### src/design/spt_pkg.sv
// shared constants, command codes and controller command type for the sorted priority table
package spt_pkg;

   localparam int CAPACITY      = 16;
   localparam int ID_BITS       = 8;

   localparam int CMD_BITS      = 2;
   localparam int REQ_ID_BITS   = 8;
   localparam int PRIO_BITS     = 7;
   localparam int COUNT_OUT_BITS = 5;

   // stored identifier width: the request carries at most eight bits
   localparam int SID_BITS      = (ID_BITS < REQ_ID_BITS) ? ID_BITS : REQ_ID_BITS;
   localparam int COUNT_BITS    = $clog2(CAPACITY + 1);
   localparam int COUNT_EXT_BITS = (COUNT_BITS > COUNT_OUT_BITS) ? COUNT_BITS : COUNT_OUT_BITS;

   localparam logic [CMD_BITS-1:0] CMD_INSERT = 2'd0;
   localparam logic [CMD_BITS-1:0] CMD_REMOVE = 2'd1;
   localparam logic [CMD_BITS-1:0] CMD_FIND   = 2'd2;

   typedef struct packed {
      logic capture;
      logic scan;
      logic write;
      logic publish;
   } ctrl_cmd_type;

endpackage

### src/design/spt_controller.sv
// sequencing state machine: capture, scan, write and publish one transaction at a time
module spt_controller (
   input  logic                 clock,
   input  logic                 reset,
   input  logic                 req_valid,
   output logic                 req_stall,
   output logic                 rsp_valid,
   input  logic                 rsp_stall,
   output spt_pkg::ctrl_cmd_type cmd
);
   import spt_pkg::*;

   localparam logic [1:0] S_IDLE    = 2'd0;
   localparam logic [1:0] S_SCAN    = 2'd1;
   localparam logic [1:0] S_WRITE   = 2'd2;
   localparam logic [1:0] S_PUBLISH = 2'd3;

   logic [1:0] state_ff, state_in;
   logic       rsp_valid_ff, rsp_valid_in;
   logic       accept;
   logic       slot_free;

   assign req_stall = (state_ff != S_IDLE);
   assign accept    = req_valid && (state_ff == S_IDLE);
   // output register may be reloaded once the old result has gone or is leaving now
   assign slot_free = !rsp_valid_ff || !rsp_stall;

   always_comb begin
      state_in    = state_ff;
      cmd.capture = 1'b0;
      cmd.scan    = 1'b0;
      cmd.write   = 1'b0;
      cmd.publish = 1'b0;
      unique case (state_ff)
         S_IDLE: begin
            if (accept) begin
               cmd.capture = 1'b1;
               state_in    = S_SCAN;
            end
         end
         S_SCAN: begin
            cmd.scan = 1'b1;
            state_in = S_WRITE;
         end
         S_WRITE: begin
            cmd.write = 1'b1;
            state_in  = S_PUBLISH;
         end
         S_PUBLISH: begin
            if (slot_free) begin
               cmd.publish = 1'b1;
               state_in    = S_IDLE;
            end
         end
         default: state_in = S_IDLE;
      endcase
   end

   always_comb begin
      rsp_valid_in = rsp_valid_ff;
      if (cmd.publish) begin
         rsp_valid_in = 1'b1;
      end else if (!rsp_stall) begin
         rsp_valid_in = 1'b0;
      end
   end

   always_ff @(posedge clock) begin
      if (reset) begin
         state_ff     <= S_IDLE;
         rsp_valid_ff <= 1'b0;
      end else begin
         state_ff     <= state_in;
         rsp_valid_ff <= rsp_valid_in;
      end
   end

   assign rsp_valid = rsp_valid_ff;

endmodule

### src/design/spt_datapath.sv
// sorted slot table with per-slot compare, shift update and result register
module spt_datapath (
   input  logic                                clock,
   input  logic                                reset,
   input  spt_pkg::ctrl_cmd_type               cmd,
   input  logic [spt_pkg::CMD_BITS-1:0]        req_command,
   input  logic [spt_pkg::REQ_ID_BITS-1:0]     req_entry_id,
   input  logic [spt_pkg::PRIO_BITS-1:0]       req_priority_req,
   output logic                                rsp_found,
   output logic [spt_pkg::PRIO_BITS-1:0]       rsp_found_priority,
   output logic                                rsp_rejected,
   output logic [spt_pkg::COUNT_OUT_BITS-1:0]  rsp_entry_count,
   output logic                                rsp_head_valid,
   output logic [spt_pkg::REQ_ID_BITS-1:0]     rsp_head_id,
   output logic [spt_pkg::PRIO_BITS-1:0]       rsp_head_priority
);
   import spt_pkg::*;

   logic [SID_BITS-1:0]   ids_ff   [CAPACITY];
   logic [SID_BITS-1:0]   ids_in   [CAPACITY];
   logic [PRIO_BITS-1:0]  prios_ff [CAPACITY];
   logic [PRIO_BITS-1:0]  prios_in [CAPACITY];
   logic [COUNT_BITS-1:0] occ_ff, occ_in;

   // captured transaction
   logic [CMD_BITS-1:0]   op_ff;
   logic [SID_BITS-1:0]   id_ff;
   logic [PRIO_BITS-1:0]  prio_ff;

   // scan results
   logic [CAPACITY-1:0]   gt, gt_ff;
   logic [CAPACITY-1:0]   match;
   logic [CAPACITY-1:0]   after, after_ff;
   logic                  full, full_ff;

   // per-transaction flags
   logic                  found_ff, found_in;
   logic [PRIO_BITS-1:0]  found_prio_ff, found_prio_in;
   logic                  rejected_ff, rejected_in;
   logic [CAPACITY-1:0]   first;

   // response register
   logic                  rsp_found_ff;
   logic [PRIO_BITS-1:0]  rsp_found_prio_ff;
   logic                  rsp_rejected_ff;
   logic [COUNT_OUT_BITS-1:0] rsp_count_ff;
   logic                  rsp_head_valid_ff;
   logic [REQ_ID_BITS-1:0] rsp_head_id_ff;
   logic [PRIO_BITS-1:0]  rsp_head_prio_ff;
   logic [COUNT_EXT_BITS-1:0] count_ext;

   always_ff @(posedge clock) begin
      if (cmd.capture) begin
         op_ff   <= req_command;
         id_ff   <= req_entry_id[SID_BITS-1:0];
         prio_ff <= req_priority_req;
      end
   end

   // every slot compares against the request on its own
   always_comb begin
      for (int i = 0; i < CAPACITY; i++) begin
         gt[i]    = (COUNT_BITS'(i) < occ_ff) && (prios_ff[i] > prio_ff);
         match[i] = (COUNT_BITS'(i) < occ_ff) && (ids_ff[i] == id_ff);
      end
      for (int i = 0; i < CAPACITY; i++) begin
         after[i] = |(match & ((CAPACITY'(2) << i) - CAPACITY'(1)));
      end
      full = (occ_ff >= COUNT_BITS'(CAPACITY));
   end

   always_ff @(posedge clock) begin
      if (cmd.scan) begin
         gt_ff    <= gt;
         after_ff <= after;
         full_ff  <= full;
      end
   end

   assign first = after_ff & ~(after_ff << 1);

   always_comb begin
      found_in      = 1'b0;
      found_prio_in = '0;
      rejected_in   = 1'b0;
      occ_in        = occ_ff;
      for (int i = 0; i < CAPACITY; i++) begin
         ids_in[i]   = ids_ff[i];
         prios_in[i] = prios_ff[i];
      end
      case (op_ff)
         CMD_INSERT: begin
            if (full_ff) begin
               rejected_in = 1'b1;
            end else begin
               occ_in = occ_ff + COUNT_BITS'(1);
               for (int i = 0; i < CAPACITY; i++) begin
                  if (!gt_ff[i]) begin
                     if (i == 0) begin
                        ids_in[i]   = id_ff;
                        prios_in[i] = prio_ff;
                     end else if (gt_ff[i-1]) begin
                        ids_in[i]   = id_ff;
                        prios_in[i] = prio_ff;
                     end else begin
                        ids_in[i]   = ids_ff[i-1];
                        prios_in[i] = prios_ff[i-1];
                     end
                  end
               end
            end
         end
         CMD_REMOVE, CMD_FIND: begin
            found_in = after_ff[CAPACITY-1];
            for (int i = 0; i < CAPACITY; i++) begin
               if (first[i]) begin
                  found_prio_in = found_prio_in | prios_ff[i];
               end
            end
            if (op_ff == CMD_REMOVE && after_ff[CAPACITY-1]) begin
               occ_in = occ_ff - COUNT_BITS'(1);
               // close the gap from the matched slot down
               for (int i = 0; i < CAPACITY - 1; i++) begin
                  if (after_ff[i]) begin
                     ids_in[i]   = ids_ff[i+1];
                     prios_in[i] = prios_ff[i+1];
                  end
               end
            end
         end
         default: begin
         end
      endcase
   end

   always_ff @(posedge clock) begin
      if (cmd.write) begin
         for (int i = 0; i < CAPACITY; i++) begin
            ids_ff[i]   <= ids_in[i];
            prios_ff[i] <= prios_in[i];
         end
         found_ff      <= found_in;
         found_prio_ff <= found_prio_in;
         rejected_ff   <= rejected_in;
      end
   end

   always_ff @(posedge clock) begin
      if (reset) begin
         occ_ff <= '0;
      end else if (cmd.write) begin
         occ_ff <= occ_in;
      end
   end

   assign count_ext = COUNT_EXT_BITS'(occ_ff);

   always_ff @(posedge clock) begin
      if (cmd.publish) begin
         rsp_found_ff      <= found_ff;
         rsp_found_prio_ff <= found_prio_ff;
         rsp_rejected_ff   <= rejected_ff;
         rsp_count_ff      <= count_ext[COUNT_OUT_BITS-1:0];
         rsp_head_valid_ff <= (occ_ff != '0);
         rsp_head_id_ff    <= (occ_ff != '0) ? REQ_ID_BITS'(ids_ff[0]) : '0;
         rsp_head_prio_ff  <= (occ_ff != '0) ? prios_ff[0] : '0;
      end
   end

   assign rsp_found          = rsp_found_ff;
   assign rsp_found_priority = rsp_found_prio_ff;
   assign rsp_rejected       = rsp_rejected_ff;
   assign rsp_entry_count    = rsp_count_ff;
   assign rsp_head_valid     = rsp_head_valid_ff;
   assign rsp_head_id        = rsp_head_id_ff;
   assign rsp_head_priority  = rsp_head_prio_ff;

endmodule

### src/design/sorted_priority_table.sv
// top level of the sorted priority table: controller plus slot datapath
//
//   channel | direction | handshake          | payload
//   req_    | in        | req_valid/req_stall | command, entry_id, priority_req
//   rsp_    | out       | rsp_valid/rsp_stall | found, found_priority, rejected,
//           |           |                     | entry_count, head_valid, head_id,
//           |           |                     | head_priority
//
// one transaction at a time: accept, scan, write and publish, so a result is
// registered in the publish step and a new request is taken only once the
// previous one is published; the scan compares all slots in parallel against the request.
// reset clears the entry count and the controller; slot contents are left as is.
// the next request is taken while a result waits; a stalled result holds the
// publish step until it has left.
module sorted_priority_table (
   input  logic                                clock,
   input  logic                                reset,
   input  logic                                req_valid,
   output logic                                req_stall,
   input  logic [spt_pkg::CMD_BITS-1:0]        req_command,
   input  logic [spt_pkg::REQ_ID_BITS-1:0]     req_entry_id,
   input  logic [spt_pkg::PRIO_BITS-1:0]       req_priority_req,
   output logic                                rsp_valid,
   input  logic                                rsp_stall,
   output logic                                rsp_found,
   output logic [spt_pkg::PRIO_BITS-1:0]       rsp_found_priority,
   output logic                                rsp_rejected,
   output logic [spt_pkg::COUNT_OUT_BITS-1:0]  rsp_entry_count,
   output logic                                rsp_head_valid,
   output logic [spt_pkg::REQ_ID_BITS-1:0]     rsp_head_id,
   output logic [spt_pkg::PRIO_BITS-1:0]       rsp_head_priority
);
   import spt_pkg::*;

   ctrl_cmd_type cmd;

   spt_controller u_controller (
      .clock     (clock),
      .reset     (reset),
      .req_valid (req_valid),
      .req_stall (req_stall),
      .rsp_valid (rsp_valid),
      .rsp_stall (rsp_stall),
      .cmd       (cmd)
   );

   spt_datapath u_datapath (
      .clock              (clock),
      .reset              (reset),
      .cmd                (cmd),
      .req_command        (req_command),
      .req_entry_id       (req_entry_id),
      .req_priority_req   (req_priority_req),
      .rsp_found          (rsp_found),
      .rsp_found_priority (rsp_found_priority),
      .rsp_rejected       (rsp_rejected),
      .rsp_entry_count    (rsp_entry_count),
      .rsp_head_valid     (rsp_head_valid),
      .rsp_head_id        (rsp_head_id),
      .rsp_head_priority  (rsp_head_priority)
   );

endmodule

### config.mk
export PLATFORM = sky130hd
export DESIGN_NAME = sorted_priority_table
export DESIGN_NICKNAME = d
export VERILOG_FILES = /design/src/design/spt_pkg.sv /design/src/design/spt_controller.sv /design/src/design/spt_datapath.sv /design/src/design/sorted_priority_table.sv
export SDC_FILE = /design/constraint.sdc
export NUM_CORES = 1
export LEC_CHECK = 0
export BUFFER_PORTS_ARGS = -buffer_cell sky130_fd_sc_hd__buf_2
export CORE_ASPECT_RATIO = 0.75
export CORE_MARGIN = 8
export CORE_UTILIZATION = 40
export CTS_BUF_LIST = sky130_fd_sc_hd__clkbuf_8
export CTS_CLUSTER_DIAMETER = 30
export DETAILED_ROUTE_END_ITERATION = 12
export MAX_ROUTING_LAYER = met4
export PLACE_DENSITY = 0.53
export SETUP_SLACK_MARGIN = 0.5
export SLEW_MARGIN = 20
export SYNTH_ARGS = -nofsm -noshare
export SYNTH_HDL_FRONTEND = slang
export SYNTH_HIERARCHICAL = 1
export SYNTH_SLANG_ARGS = --single-unit
### constraint.sdc
create_clock -name clock -period 3.3 [get_ports clock]
set_input_delay 0.33 -clock clock [delete_from_list [all_inputs] [get_ports clock]]
set_output_delay 0.33 -clock clock [all_outputs]
set_load 0.005 [all_outputs]
# After elaboration in Yosys (flattened, before gate mapping)
# Memories as Yosys holds them, arrays and structs flattened.
# Cells that the tools add are included.
# Widths: inputs -> output; s select.
# totals
out_inout_bits	32
mem_count	2
regBits	97
inputBits	21
ramBits	240
word_cells	307
# op_classes
eq_ne	26
n_bitwise	17
n_addsub	2
n_reduce_logical	60
order_cmp	33
muxes	148
# mem_list
memory	depth	width	read_ports	rd_ports_with_merged_regs	wr	line_no	source
u_datapath.ids_ff	16	8	16	0	16	spt_datapath.sv:19	logic [SID_BITS-1:0] ids_ff [CAPACITY];
u_datapath.prios_ff	16	7	16	0	16	spt_datapath.sv:21	logic [PRIO_BITS-1:0] prios_ff [CAPACITY];
# ops
op	n
$mux 7	78
$mux 8	47
$pmux 120 s2	1
$pmux 105 s2	1
$eq 8x8->1	16
$mux 128	1
$mux 120	1
$gt 7x7->1	16
$mux 112	1
$mux 105	1
$or 7x7->7	15
$lt 4x5->1 const A	8
$logic_and 1x1->1	34
$lt 3x5->1 const A	4
$and 16x16->16	1
$not 16->16	1
$reduce_or 16->1	1
$reduce_or 15->1	1
$reduce_or 14->1	1
$reduce_or 13->1	1
$reduce_or 12->1	1
$mux 1	11
$reduce_or 11->1	1
$lt 1x5->1 const A	2
other kinds (28)	41

# Depth between registers and ports, before layout
# logic_depth
word_depth	48
mapped_depth	10
mapped_depth_nobuf	8

# Modules after synthesis
# Netlist, hierarchy kept.
# modules_own_cells
mod	area_each_um2	instances	cells_each	seq_area_each_um2
spt_datapath	20407.1	1	1845	9979.6
spt_controller	224.0	1	24	60.1

# Worst setup path before layout
# No wires, ideal clock.
# synth_timing
path_kind	register to register
from	reg, netlist name u_datapath/op_ff[0]
to	mem u_datapath/ids_ff[1][56] (netlist bit) (enable)
period_less_slack_ps	2988
arrival_ps	2557
slack_ps	312
stages_incl_launch_ff	6
required_time_ps	2868
path_buffers	1
setup_time_ps	432
cell_sequence	edfxtp_1 inv_1 ha_1 clkbuf_1 inv_1 nor4b_1
# synth_lines
element	line_no
end, declared	spt_datapath.sv:19

==> out/metrics.sh <==
NETLIST.AREA_LEADER.SHARE_PCT=47.89
SLEW_HEADROOM_PCT=22.63
GRT_MAX_DEGREE=96
FINALWORSTPATHREQUIREDPERIOD_NS=2.536
ROUTED_WIRE_LENGTH_PER_INSTANCE_UM=24.40
FILL_CELLS=4769
SYNTH.CELL_AREA_UM2=20630
DIEAREA_UM2=59180
IOS=53
ROUTE.VIAS.TOTAL=15660
COMBINATIONAL_FAMILY_WITH_THE_MOST_AREA_AFTER_SYNTHESIS='compound AO/OA/AOI/OAI gates'
END_KIND='flop'
POSTCTSSETUPREPAIRBUFS=0
WORST_PATH_LARGEST_CELL_DELAY_NS=0.41
TRITONCTS_CLOCK_TREE='yes'
PLACEDCELLCOUNT=2527
SW_FRAC_OF_TOTAL_PCT=35.18
DPL_WORST_SLACK_NS=0.8718
SYN_NETS=2013
CLOCKBUFFERDEPTH=3
REG2REG_END='u_datapath/prios_ff[1][28]$_DFFE_PP_'
WORST-SLEW-PIN-TRANSITION_NS=1.161
MAXCAPVIOLCOUNT=0
VIAS_IN_THE_FIRST_GLOBAL_ROUTE=15400
MAX_FREQ_GHz=0.3944
SYNTH_EDF_COUNT=329
MET3WIRELENGTH_MM=5.423
DIE_H_UM=212.7
WORST_HOLD_SLACK_NS=0.06137
MET2WIRELENGTH_MM=26.22
START_KIND='flop'
CTS.REPORTEDPATHS.CLKPINSLEW_NS=0.06
DRIVE_GT1_SHARE_PCT=16.00
SYNTH.AREA.MUX_SHARE_PCT=11.05
ROUTE.LAYER.MET1.WL_MM=32.34
NETLIST_TOP_CELLS_AREA='sky130_fd_sc_hd__edfxtp_1 48%, sky130_fd_sc_hd__mux2i_1 10%, sky130_fd_sc_hd__ha_1 7.5%'
CORE_REGION_AREA_UM2=51260
AREA_GROWTH_SYN_TO_LAYOUT_PCT=15.67
VIAS_PER_CELL=5.814
INSTANCES_NO_FILL=2694
TOP_POST_SYNTHESIS_CELLS_BY_COUNT='329 x sky130_fd_sc_hd__edfxtp_1, 246 x sky130_fd_sc_hd__o21ai_0, 233 x sky130_fd_sc_hd__nand2_1'
BUFFER_PORTS.INSERTED=52
CP-ENDPOINT='u_datapath/prios_ff[1][28]$_DFFE_PP_'
TIMING.FINAL.WS_SETUP_NS=0.7643
REPORT.FINAL.SETUP_VIOL=0
TIMING.REG2REG.WORST_PATH_DEPTH=8
SETUP_TOTAL_NEGATIVE_SLACK_NS=0
ROUTED_WL_MM=65.72
POST_SYNTH_ADDER_CELL_AREA_PCT=7.460
CRITICAL_PATH.SLOWEST_CELL='sky130_fd_sc_hd__a221oi_2'
YOSYS.CELL_COUNT.TOP_TYPE='sky130_fd_sc_hd__edfxtp_1'
INITIAL_CORE_UTILIZATION_PCT=40.25
SYNTHDISTINCTLIBCELLS=65
SETUP_REPAIR_AFTER_GLOBAL_ROUTING_MISSED_ITS_MARGIN='false'
TIMING.CRITICAL_PATH.CELLS='inv_1, ha_4, buf_4, and2_1, nand3b_1, buf_12, a221oi_2, buf_4'
DRT_PASS1_ITERATIONS=5
SYNTHESIS.YOSYS.WARNINGS=6
SYNTH_XOR_AREA_SHARE_PCT=5.677
IR_DROP_WORST_CASE_VDD_V=0.0003094
TIMING.CRITICAL_PATH.MODE_CELL='sky130_fd_sc_hd__buf_4'
FRACTION_OF_THE_YOSYS_AREA_TAKEN_BY_SEQUENTIAL_CELLS_PCT=48.66
SYNTH_SIMPLE_GATE_AREA_SHARE_PCT=10.75
CLOCK_SKEW_AFTER_LAYOUT_NS=0.02653
CTS-ROOT-BUF='sky130_fd_sc_hd__clkbuf_8'
SETUP.REG_TO_REG.WORST_SLACK_NS=0.76
SYNTH-ASYNC-RESET-RATIO_PCT=0
GATE_POWER_SHARE_PCT=28.0
GLOBAL_ROUTE_TOTAL_OVERFLOW=0
POST-SYNTH-TOP-AREA-CELL='sky130_fd_sc_hd__edfxtp_1'
DETAILED_PLACE.AREA_UM2=21850
SEQUENTIALPOWERSHARE_PCT=37.8
HIGHEST-SIGNAL-LAYER='met4'
YS_DOMINANT_REG_CELL='sky130_fd_sc_hd__edfxtp_1'
STATUS='complete, no violations'
SYNTHESIZED_AREA_FRACTION_OCCUPIED_BY_AO_OA_AOI_AND_OAI_CELLS_PCT=12.15
NUMBER_OF_CLOCK_BUFFERS_INSERTED_BY_TRITONCTS=81
DIEWIDTH_UM=278.2
DETAILEDPLACEMENTHPWL_MM=46.16
POST-ROUTE-DRC-COUNT=0
PATH_MAX_FANOUT=22
DR.FIRST_ITER.DRC_COUNT=1719
POWER_REPORT.INTERNAL_TOTAL_mW=10.37
ANTENNA_FOUND_INITIAL=3
STD_CELL_ROWS=72
FINAL_MIN_PERIOD_OVER_CLOCK_PERIOD_PCT=76.84
HOLD_VIOL=0
RR_STARTPOINT='u_datapath/op_ff[0]$_DFFE_PP_'
CRIT_ARRIVAL_NS=2.88
TIMING_MAX_TRANSITION_VIOLATIONS_FINAL=0
WORST_EP_REQUIRED_TIME_NS=3.64
SYN_INST=1869
GRT_PASS1_WL_MM=98.51
POWER.SHARE.CLOCK_PCT=34.3
NUMBER_OF_LEVELS_THE_H_TREE_WAS_SPLIT_INTO=3
CLKSINKCOUNT=337
FINAL_AREA_UM2=23860
WORST_SETUP_PATH_STARTPOINT='u_datapath/op_ff[0]$_DFFE_PP_'
GLOBALPLACE.CONGESTION=0.8776
SYNTH.FF_LATCH_COUNT=337
INSERTION_DELAY_NS=0.66
P_LEAK_nW=9.469
NETSWITCHINGPOWER_mW=5.627
ANT_NETS=0
GLOBAL_ROUTE_USAGE_OVER_ALL_LAYERS_PCT=22.40
POWER-PER-CELL-AREA_nW_PER_UM2=670.2
CRITPATHKIND='flop to flop'
AVGSYNTHCELLAREA_UM2=11.04
HOLD_CRIT_CLASS='input pin to flop'
FINALNETCOUNT=2108
## critical path: cells and delay by family, from the launching register on
family | cells | cell delay [ns]
AND/OR/NAND/NOR | 2 | 0.40
buffers and inverters | 4 | 0.84
adder cells (fa/ha/maj) | 1 | 0.16
AO/OA/AOI/OAI | 1 | 0.41
flip-flops | 1 | 0.36
## area by class of cell
type	count	area (um^2)	area share [%]
well taps	666	833.3	3.492
clock buffers	84	1156	4.845
clock inverters	60	626.9	2.627
diodes	3	7.507	0.03146
multi-input cells	1346	9851	41.28
flip-flops and latches	337	10040	42.07
inverters	50	187.7	0.7865
repair buffers	148	1161	4.866
## power by group through the flow
stage / Clock, mW / Sequential [mW] / Combinational [mW]
floorplan: 0 / 5.62 / 3.27
global placement: 0 / 6.10 / 4.29
detailed placement: 0 / 6.10 / 4.37
CTS: 5.62 / 6.02 / 4.41
global route: 5.81 / 6.08 / 4.87
finish: 5.49 / 6.04 / 4.47
## worst min-delay path by stage
stage	from	endpoint	cells past startpoint	slack, ns
global route	req_valid	u_controller/state_ff[1]$_SDFFE_PP0P_	3	0.06
global placement	u_datapath/found_prio_ff[6]$_SDFFCE_PP0P_	u_datapath/rsp_found_priority[6]$_DFFE_PP_	0	0.41
CTS	req_valid	u_controller/state_ff[0]$_SDFFE_PP0P_	3	0.01
detailed placement	u_datapath/found_prio_ff[0]$_SDFFCE_PP0P_	u_datapath/rsp_found_priority[0]$_DFFE_PP_	0	0.41
finish	req_valid	u_controller/state_ff[0]$_SDFFE_PP0P_	3	0.06
floorplan	reset	u_datapath/count_ext[4]$_SDFFE_PP0P_	1	0.40
## timing repair
item                      CTS  global route
resized for setup           0             0
hold endpoints to repair   23             0
hold buffers               19             0
## cell families after synthesis
| group | Yosys count |
|---|---|
| xor gates and xnor gates | 132 |
| adders and majority gates | 123 |
| and+or+nand+nor | 444 |
| DFF | 337 |
| muxes | 226 |
| AOI/OAI and AO/OA | 421 |
| buffers and inverters | 186 |
## registers in the layout (all words and copies together), names as in the netlist, 5 cells and up
name,flops
u_datapath/after_ff,16
u_datapath/count_ext,5
u_datapath/found_prio_ff,7
u_datapath/gt_ff,16
u_datapath/id_ff,8
u_datapath/ids_ff,128
u_datapath/prio_ff,7
u_datapath/prios_ff,112
u_datapath/rsp_entry_count,5
u_datapath/rsp_found_priority,7
u_datapath/rsp_head_id,8
u_datapath/rsp_head_priority,7
## layout by cell type, fill, tap and decap left out, types with 6 or more instances in the layout
master / Yosys / layout
sky130_fd_sc_hd__a21o_1: 14 / 14
sky130_fd_sc_hd__a21oi_1: 42 / 42
sky130_fd_sc_hd__a221oi_2: 0 / 15
sky130_fd_sc_hd__a22oi_1: 52 / 52
sky130_fd_sc_hd__and2_1: 17 / 17
sky130_fd_sc_hd__buf_12: 2 / 9
sky130_fd_sc_hd__buf_2: 25 / 52
sky130_fd_sc_hd__buf_4: 6 / 67
sky130_fd_sc_hd__bufinv_16: 0 / 11
sky130_fd_sc_hd__clkbuf_8: 0 / 84
sky130_fd_sc_hd__clkinv_1: 0 / 8
sky130_fd_sc_hd__clkinv_2: 0 / 11
sky130_fd_sc_hd__clkinv_4: 0 / 8
sky130_fd_sc_hd__clkinvlp_4: 0 / 9
sky130_fd_sc_hd__dfxtp_1: 8 / 8
sky130_fd_sc_hd__dlygate4sd3_1: 0 / 19
sky130_fd_sc_hd__edfxtp_1: 329 / 329
sky130_fd_sc_hd__ha_1: 123 / 121
sky130_fd_sc_hd__inv_1: 49 / 57
sky130_fd_sc_hd__mux2_2: 14 / 14
sky130_fd_sc_hd__mux2i_1: 212 / 212
sky130_fd_sc_hd__nand2_1: 233 / 233
sky130_fd_sc_hd__nand2_2: 6 / 6
sky130_fd_sc_hd__nand2b_1: 23 / 23
sky130_fd_sc_hd__nand3_1: 29 / 29
sky130_fd_sc_hd__nand3_2: 6 / 6
sky130_fd_sc_hd__nand4_1: 37 / 37
sky130_fd_sc_hd__nor2_1: 31 / 31
sky130_fd_sc_hd__nor2b_1: 19 / 19
sky130_fd_sc_hd__nor4_1: 15 / 15
sky130_fd_sc_hd__o211a_1: 9 / 9
sky130_fd_sc_hd__o21a_1: 9 / 9
sky130_fd_sc_hd__o21ai_0: 246 / 246
sky130_fd_sc_hd__xnor2_1: 34 / 34
sky130_fd_sc_hd__xor2_1: 96 / 96
## per-layer routing
layer  up-vias  GRT usage (%)
li1       7122              -
met4         0          6.822
met5         -              -
met1      7773          33.13
met3       115          5.252
met2       652          29.82
## metrics by stage
step	power [mW]	util [%]
final	15.99	46.55
after global routing	16.77	46.55
after CTS	16.06	46.49
after detailed placement	10.47	42.64
after global placement	10.39	42.64
after floorplan	8.892	-
Power figures use the tool's default switching activity.
